--- src/rtl/kqa_pkg.sv ---
package kqa_pkg;

    // Field widths of one item and one result
    localparam int KEY_W    = 32;
    localparam int AMOUNT_W = 16;
    localparam int SLOT_W   = 6;
    localparam int TOTAL_W  = 24;
    localparam int STATUS_W = 2;

    localparam logic [TOTAL_W-1:0] TOTAL_MAX = {TOTAL_W{1'b1}};

    // Result status codes
    typedef enum logic [STATUS_W-1:0] {
        ST_ADDED = 2'd0,
        ST_NEW   = 2'd1,
        ST_FULL  = 2'd2,
        ST_SAT   = 2'd3
    } status_t;

endpackage

--- src/rtl/kqa_ram.sv ---
module kqa_ram #(
    parameter int DEPTH = 64,
    parameter int WIDTH = 32
) (
    input  logic                     clk,
    input  logic                     we,
    input  logic [$clog2(DEPTH)-1:0] waddr,
    input  logic [WIDTH-1:0]         wdata,
    input  logic [$clog2(DEPTH)-1:0] raddr,
    output logic [WIDTH-1:0]         rdata
);

    logic [WIDTH-1:0] mem [DEPTH];
    logic [WIDTH-1:0] rdata_reg;

    // One write port, one registered read port
    always_ff @(posedge clk)
    begin
        if (we)
        begin
            mem[waddr] <= wdata;
        end
        rdata_reg <= mem[raddr];
    end

    assign rdata = rdata_reg;

endmodule

--- src/rtl/keyed_quantity_accumulator_unit.sv ---
// Channel   | Ports                          | Handshake
// ----------+--------------------------------+------------------------------------
// request   | part_key, amount               | taken when start && !busy
// result    | slot, total, status            | done high for one cycle, no stall
//
// With an empty table an item is appended directly from IDLE; otherwise the
// key search reads the key memory one slot a cycle from slot 0, and a hit
// passes through the ADD state to read and write back the total memory.
// The result is registered and appears in the cycle after the last work cycle; busy is low again
// in that cycle, so the next item may be taken while the result is shown.
// Reset clears the state, the fill count and done; memory contents are never cleared.
module keyed_quantity_accumulator_unit
    import kqa_pkg::*;
#(
    parameter int ENTRIES = 64
) (
    input  logic                clk,
    input  logic                rst_n,
    input  logic                start,
    input  logic [KEY_W-1:0]    part_key,
    input  logic [AMOUNT_W-1:0] amount,
    output logic                busy,
    output logic                done,
    output logic [SLOT_W-1:0]   slot,
    output logic [TOTAL_W-1:0]  total,
    output logic [STATUS_W-1:0] status
);

    localparam int AW = $clog2(ENTRIES);
    localparam int CW = $clog2(ENTRIES + 1);
    localparam int SW = (AW > SLOT_W) ? AW : SLOT_W;

    typedef enum logic [1:0] {
        IDLE,
        SCAN,
        ADD
    } state_t;

    state_t              state_reg, state_next;
    logic [CW-1:0]       fill_reg, fill_next;
    logic [AW-1:0]       idx_reg, idx_next;
    logic [KEY_W-1:0]    key_reg, key_next;
    logic [AMOUNT_W-1:0] amt_reg, amt_next;
    logic                done_reg, done_next;
    logic [SLOT_W-1:0]   slot_reg, slot_next;
    logic [TOTAL_W-1:0]  total_reg, total_next;
    status_t             status_reg, status_next;

    // Memory ports
    logic               key_we, tot_we;
    logic [AW-1:0]      key_waddr, tot_waddr, key_raddr, tot_raddr;
    logic [KEY_W-1:0]   key_wdata, key_rdata;
    logic [TOTAL_W-1:0] tot_wdata, tot_rdata;

    logic [TOTAL_W:0]   sum;
    logic               last_slot;
    logic               table_full;

    kqa_ram #(.DEPTH(ENTRIES), .WIDTH(KEY_W)) u_keys (
        .clk   (clk),
        .we    (key_we),
        .waddr (key_waddr),
        .wdata (key_wdata),
        .raddr (key_raddr),
        .rdata (key_rdata)
    );

    kqa_ram #(.DEPTH(ENTRIES), .WIDTH(TOTAL_W)) u_totals (
        .clk   (clk),
        .we    (tot_we),
        .waddr (tot_waddr),
        .wdata (tot_wdata),
        .raddr (tot_raddr),
        .rdata (tot_rdata)
    );

    assign sum        = {1'b0, tot_rdata} + (TOTAL_W + 1)'(amt_reg);
    assign last_slot  = (CW'(idx_reg) + CW'(1)) == fill_reg;
    assign table_full = fill_reg == CW'(ENTRIES);

    // Search sequencer and result formation
    always_comb
    begin
        state_next  = state_reg;
        fill_next   = fill_reg;
        idx_next    = idx_reg;
        key_next    = key_reg;
        amt_next    = amt_reg;
        done_next   = 1'b0;
        slot_next   = slot_reg;
        total_next  = total_reg;
        status_next = status_reg;

        key_we    = 1'b0;
        tot_we    = 1'b0;
        key_waddr = fill_reg[AW-1:0];
        key_wdata = key_reg;
        tot_waddr = fill_reg[AW-1:0];
        tot_wdata = TOTAL_W'(amt_reg);
        key_raddr = '0;
        tot_raddr = idx_reg;

        unique case (state_reg)
            IDLE:
            begin
                if (start)
                begin
                    key_next = part_key;
                    amt_next = amount;
                    idx_next = '0;
                    if (fill_reg == '0)
                    begin
                        // empty table: append at slot 0 right away
                        key_we      = 1'b1;
                        key_waddr   = '0;
                        key_wdata   = part_key;
                        tot_we      = 1'b1;
                        tot_waddr   = '0;
                        tot_wdata   = TOTAL_W'(amount);
                        fill_next   = CW'(1);
                        done_next   = 1'b1;
                        slot_next   = '0;
                        total_next  = TOTAL_W'(amount);
                        status_next = ST_NEW;
                    end
                    else
                    begin
                        state_next = SCAN;
                    end
                end
            end

            SCAN:
            begin
                if (key_rdata == key_reg)
                begin
                    // hit: fetch the total of this slot
                    tot_raddr  = idx_reg;
                    state_next = ADD;
                end
                else if (last_slot)
                begin
                    state_next = IDLE;
                    done_next  = 1'b1;
                    if (table_full)
                    begin
                        slot_next   = '0;
                        total_next  = '0;
                        status_next = ST_FULL;
                    end
                    else
                    begin
                        key_we      = 1'b1;
                        tot_we      = 1'b1;
                        fill_next   = fill_reg + CW'(1);
                        slot_next   = SLOT_W'(SW'(fill_reg[AW-1:0]));
                        total_next  = TOTAL_W'(amt_reg);
                        status_next = ST_NEW;
                    end
                end
                else
                begin
                    idx_next  = idx_reg + AW'(1);
                    key_raddr = idx_reg + AW'(1);
                end
            end

            ADD:
            begin
                tot_we     = 1'b1;
                tot_waddr  = idx_reg;
                state_next = IDLE;
                done_next  = 1'b1;
                slot_next  = SLOT_W'(SW'(idx_reg));
                if (sum[TOTAL_W])
                begin
                    tot_wdata   = TOTAL_MAX;
                    total_next  = TOTAL_MAX;
                    status_next = ST_SAT;
                end
                else
                begin
                    tot_wdata   = sum[TOTAL_W-1:0];
                    total_next  = sum[TOTAL_W-1:0];
                    status_next = ST_ADDED;
                end
            end

            default:
            begin
                state_next = IDLE;
            end
        endcase
    end

    // State and registered outputs
    always_ff @(posedge clk or negedge rst_n)
    begin
        if (!rst_n)
        begin
            state_reg <= IDLE;
            fill_reg  <= '0;
            done_reg  <= 1'b0;
        end
        else
        begin
            state_reg <= state_next;
            fill_reg  <= fill_next;
            done_reg  <= done_next;
        end
    end

    // Payload registers
    always_ff @(posedge clk)
    begin
        idx_reg    <= idx_next;
        key_reg    <= key_next;
        amt_reg    <= amt_next;
        slot_reg   <= slot_next;
        total_reg  <= total_next;
        status_reg <= status_next;
    end

    assign busy   = state_reg != IDLE;
    assign done   = done_reg;
    assign slot   = slot_reg;
    assign total  = total_reg;
    assign status = status_reg;

endmodule

--- config.mk ---
export PLATFORM = sky130hd
export DESIGN_NAME = keyed_quantity_accumulator_unit
export DESIGN_NICKNAME = d
export VERILOG_FILES = /design/src/rtl/kqa_pkg.sv /design/src/rtl/kqa_ram.sv /design/src/rtl/keyed_quantity_accumulator_unit.sv
export SDC_FILE = /design/constraint.sdc
export NUM_CORES = 2
export LEC_CHECK = 0
export BUFFER_PORTS_ARGS = -buffer_cell sky130_fd_sc_hd__buf_2
export CORE_MARGIN = 1
export CORE_UTILIZATION = 35
export CTS_CLUSTER_SIZE = 10
export DETAILED_ROUTE_END_ITERATION = 10
export PLACE_DENSITY = 0.48
export SLEW_MARGIN = 20
export SYNTH_ARGS = -nofsm -noshare
export SYNTH_HDL_FRONTEND = slang
export SYNTH_SLANG_ARGS = --single-unit
--- constraint.sdc ---
create_clock -name clk -period 7 [get_ports clk]
set_input_delay 0.35 -clock clk [delete_from_list [all_inputs] [get_ports clk]]
set_output_delay 0.35 -clock clk [all_outputs]
set_load 0.005 [all_outputs]
==> qor.txt <==
Most flop-heavy register: u_keys.mem
Post-synth EDFFs: 3670
Max FFs per register: 2048
Reg-to-Reg Start: key_reg[17]$_DFFE_PP_
Relative slew margins: 16.6%
Pre-CTS setup slack: 1.29 ns
Worst hold path type: in -> reg
YS warnings: 0
Clock Latency Late Sink: 0.99 ns
Vias: 84.9k
Clock skew: 0.0640 ns
Syn Nets: 9057
Hold depth: 2
Final ANT Viol Nets: 0
FF-to-FF setup slack: 1.26 ns
Cell count after synthesis: 8982
Met2 Use GR: 36.1%
Mapped Area: 145000 um2
Most common cell after layout, fill and taps aside: edfxtp_1
Tmin final: 5.74 ns
Post-CTS setup buffer count: 0
Hold_sp: amount[9]
Commonest cells after routing, fill and taps aside: 3670 x edfxtp_1, 1452 x nand2_1, 538 x a21oi_1
Post-route DRC: 0
Core Util, Final: 40.4%
Cell Count Post-Placement: 14.4k
Post-route cell area: 167000 um2
Period Utilization, post-route: 82.0%
Status: finished clean
Pwr Total: 70.8 mW
Area growth from synthesis to final layout: 14.9%
Clock buffer depth: 4
Total GRT Usage: 22.4%
Seq/Total Area, Yosys: 76.8%
Layout cells sized above 1: 15.5%
Initial antenna violation count: 28
Sink Count: 3736
Final setup viols: 0
Clock root cell: clkbuf_16
HPWL Detailed: 279000 um
Critical Path Sink Type: register
Reg2reg path depth: 11
Largest net degree at the start of global routing: 124
Reg2Reg Capture Point: u_keys.rdata[5]$_DFF_P_
Yosys top cell area share: 75.9%
PortBufs: 84
Vias in the first global route: 82.3k
Die X: 646 um
Worst Path Arrival: 6.59 ns
RSZ-0062 raised after global routing: false
H-tree Lvls: 5
WS Path Type: reg -> reg
Syn Area/Cell: 16.2 um2
Layout Nets: 9443
Hold endpoint: amt_reg[9]$_DFFE_PP_
Fin Hold WS: 0.130 ns
Post-Route WL: 479000 um
Slew Limit Fails: 0
1st-iter DRT viols: 9673
Worst Max-Slew Pin Slew: 1.24 ns
Max cap viols: 0
Total CTS buffers: 421
Total gr overflow: 0
Peak VDD IR: 0.000696 V
CP max-delay cell: nor4_1
Global route hottest layer: met2
Top Ports: 85
Met3 Track Usage GR: 3.46%
Static Leak: 54.2 nW
Die Ht: 646 um
Leading area contributor after synthesis: edfxtp_1
Power per cell area: 424 nW/um2
Filler Cells Inserted: 37.3k
GR Layer Usage met1: 31.1%
Final cell count without fillers: 15.1k
Crit-path cells: xor2_1 -> nor4_1 -> nand4_1 -> nor2_2 -> nor3_4 -> nand2_1 -> buf_4 -> a21oi_1 -> nor4_1 -> a211oi_1 -> mux2_2
CTS tree: built
Register area: 112000 um2
Synth cell types: 84
Worst-path clk slew: 0.06 ns
Ys async rst share: 0.268%
Setup TNS: 0 ns
Synth Flop Type: edfxtp_1
Setup WS post-layout: 1.26 ns
CP Max Fanout: 16
Wire per inst: 31.8 um
Die Area: 418000 um2
Routability cong.: 0.859
Router iterations before antenna repair: 6
Worst stage delay on the critical path: 1.05 ns
CP required: 7.85 ns
First-pass GRT wire length: 663000 um
Core box area: 413000 um2
Initial core utilization: 35.2%
Vias per cell: 5.63
Top Registers: u_keys.mem (2048), u_totals.mem (1536)
Final hold vios: 0
Startpoint types: register
Max Freq: 174 MHz
FP Rows: 236
Number of synthesized register bits: 3736
Footprint of the multi-input gates: 32500 um2
Largest cells by area after synthesis: edfxtp_1 76%, nand2_1 3.9%, mux2i_1 3.5%
Crit-path most repeated cell: nor4_1
Area after DPL: 154000 um2
[routing by layer]
layer  vias to the layer above  wire length, um  part of all wire [%]
li1                      35900                -                     -
met1                     44600           202000                    42
met2                      3715           224000                    47
met3                       699            35300                   7.4
met4                        14            17100                   3.6
met5                         -              140                 0.029
[cell type report]
cell class / instances / area share, %
Tap cell: 5474 / 4.10
Clock buffer: 618 / 6.90
Sequential cell: 3736 / 66.9
Inverter: 26 / 0.0585
Antenna cell: 8 / 0.0120
Clock inverter: 31 / 0.203
Multi-Input combinational cell: 4688 / 19.5
Timing Repair Buffer: 495 / 2.38
[how the worst max path moves through the flow]
stage	slack (ns)	end	start
detailed placement	1.29	u_totals.rdata[1]$_DFF_P_	idx_reg[0]$_SDFFCE_PN0P_
CTS	1.31	u_totals.rdata[1]$_DFF_P_	idx_reg[0]$_SDFFCE_PN0P_
global placement	1.01	u_keys.rdata[13]$_DFF_P_	idx_reg[1]$_SDFFCE_PN0P_
floorplan	1.25	u_totals.mem[0][21]$_DFFE_PP_	amt_reg[0]$_DFFE_PP_
finish	1.26	u_keys.rdata[5]$_DFF_P_	key_reg[17]$_DFFE_PP_
global route	1.25	u_keys.rdata[13]$_DFF_P_	state_reg[1]$_DFFE_PN0P_
[cells by family after synthesis]
group           count (synthesis)  synth area share (%)
fa+ha+maj                      24                 0.212
compound gates               1489                  6.58
simple gates                 2266                  6.57
mux                           848                  7.81
flops                        3736                  76.8
buf+inv                       558                  1.63
xor+xnor                       61                 0.383
[critical path: cells and delay by family (launching register included)]
| family | cells | cell delay [ns] |
|---|---|---|
| AO/OA/AOI/OAI | 2 | 0.48 |
| multiplexers | 1 | 0.36 |
| flip-flops | 1 | 0.51 |
| buffers and inverters | 1 | 0.48 |
| XOR/XNOR | 1 | 0.19 |
| AND/OR/NAND/NOR | 6 | 3.57 |
[cells in the mapped netlist, drive strengths merged (23+ instances only)]
library cell	n
edfxtp	3670
nand2	1508
a21oi	543
mux2i	503
clkbuf	288
nand3	268
buf	244
nor2	227
mux4	216
o22ai	168
o21ai	166
o221ai	137
a31oi	131
mux2	129
nor4	68
dfxtp	56
nor3	55
nand4	51
a22oi	49
xor2	41
a222oi	38
a211oi	35
a32oi	35
a221oi	25
o211ai	24
a22o	23
and3	23
ha	23
[what timing repair did]
| item | 4_1_cts | 5_1_grt |
|---|---|---|
| resized for setup | 0 | 0 |
| hold buffers | 51 | 0 |
| hold endpoints to repair | 82 | 0 |
[report_power, final]
part / switching, mW / internal, mW
clock: 8.58 / 11.2
combinational: 17.4 / 6.65
sequential: 0.407 / 26.6
Power figures use the tool's default switching activity.
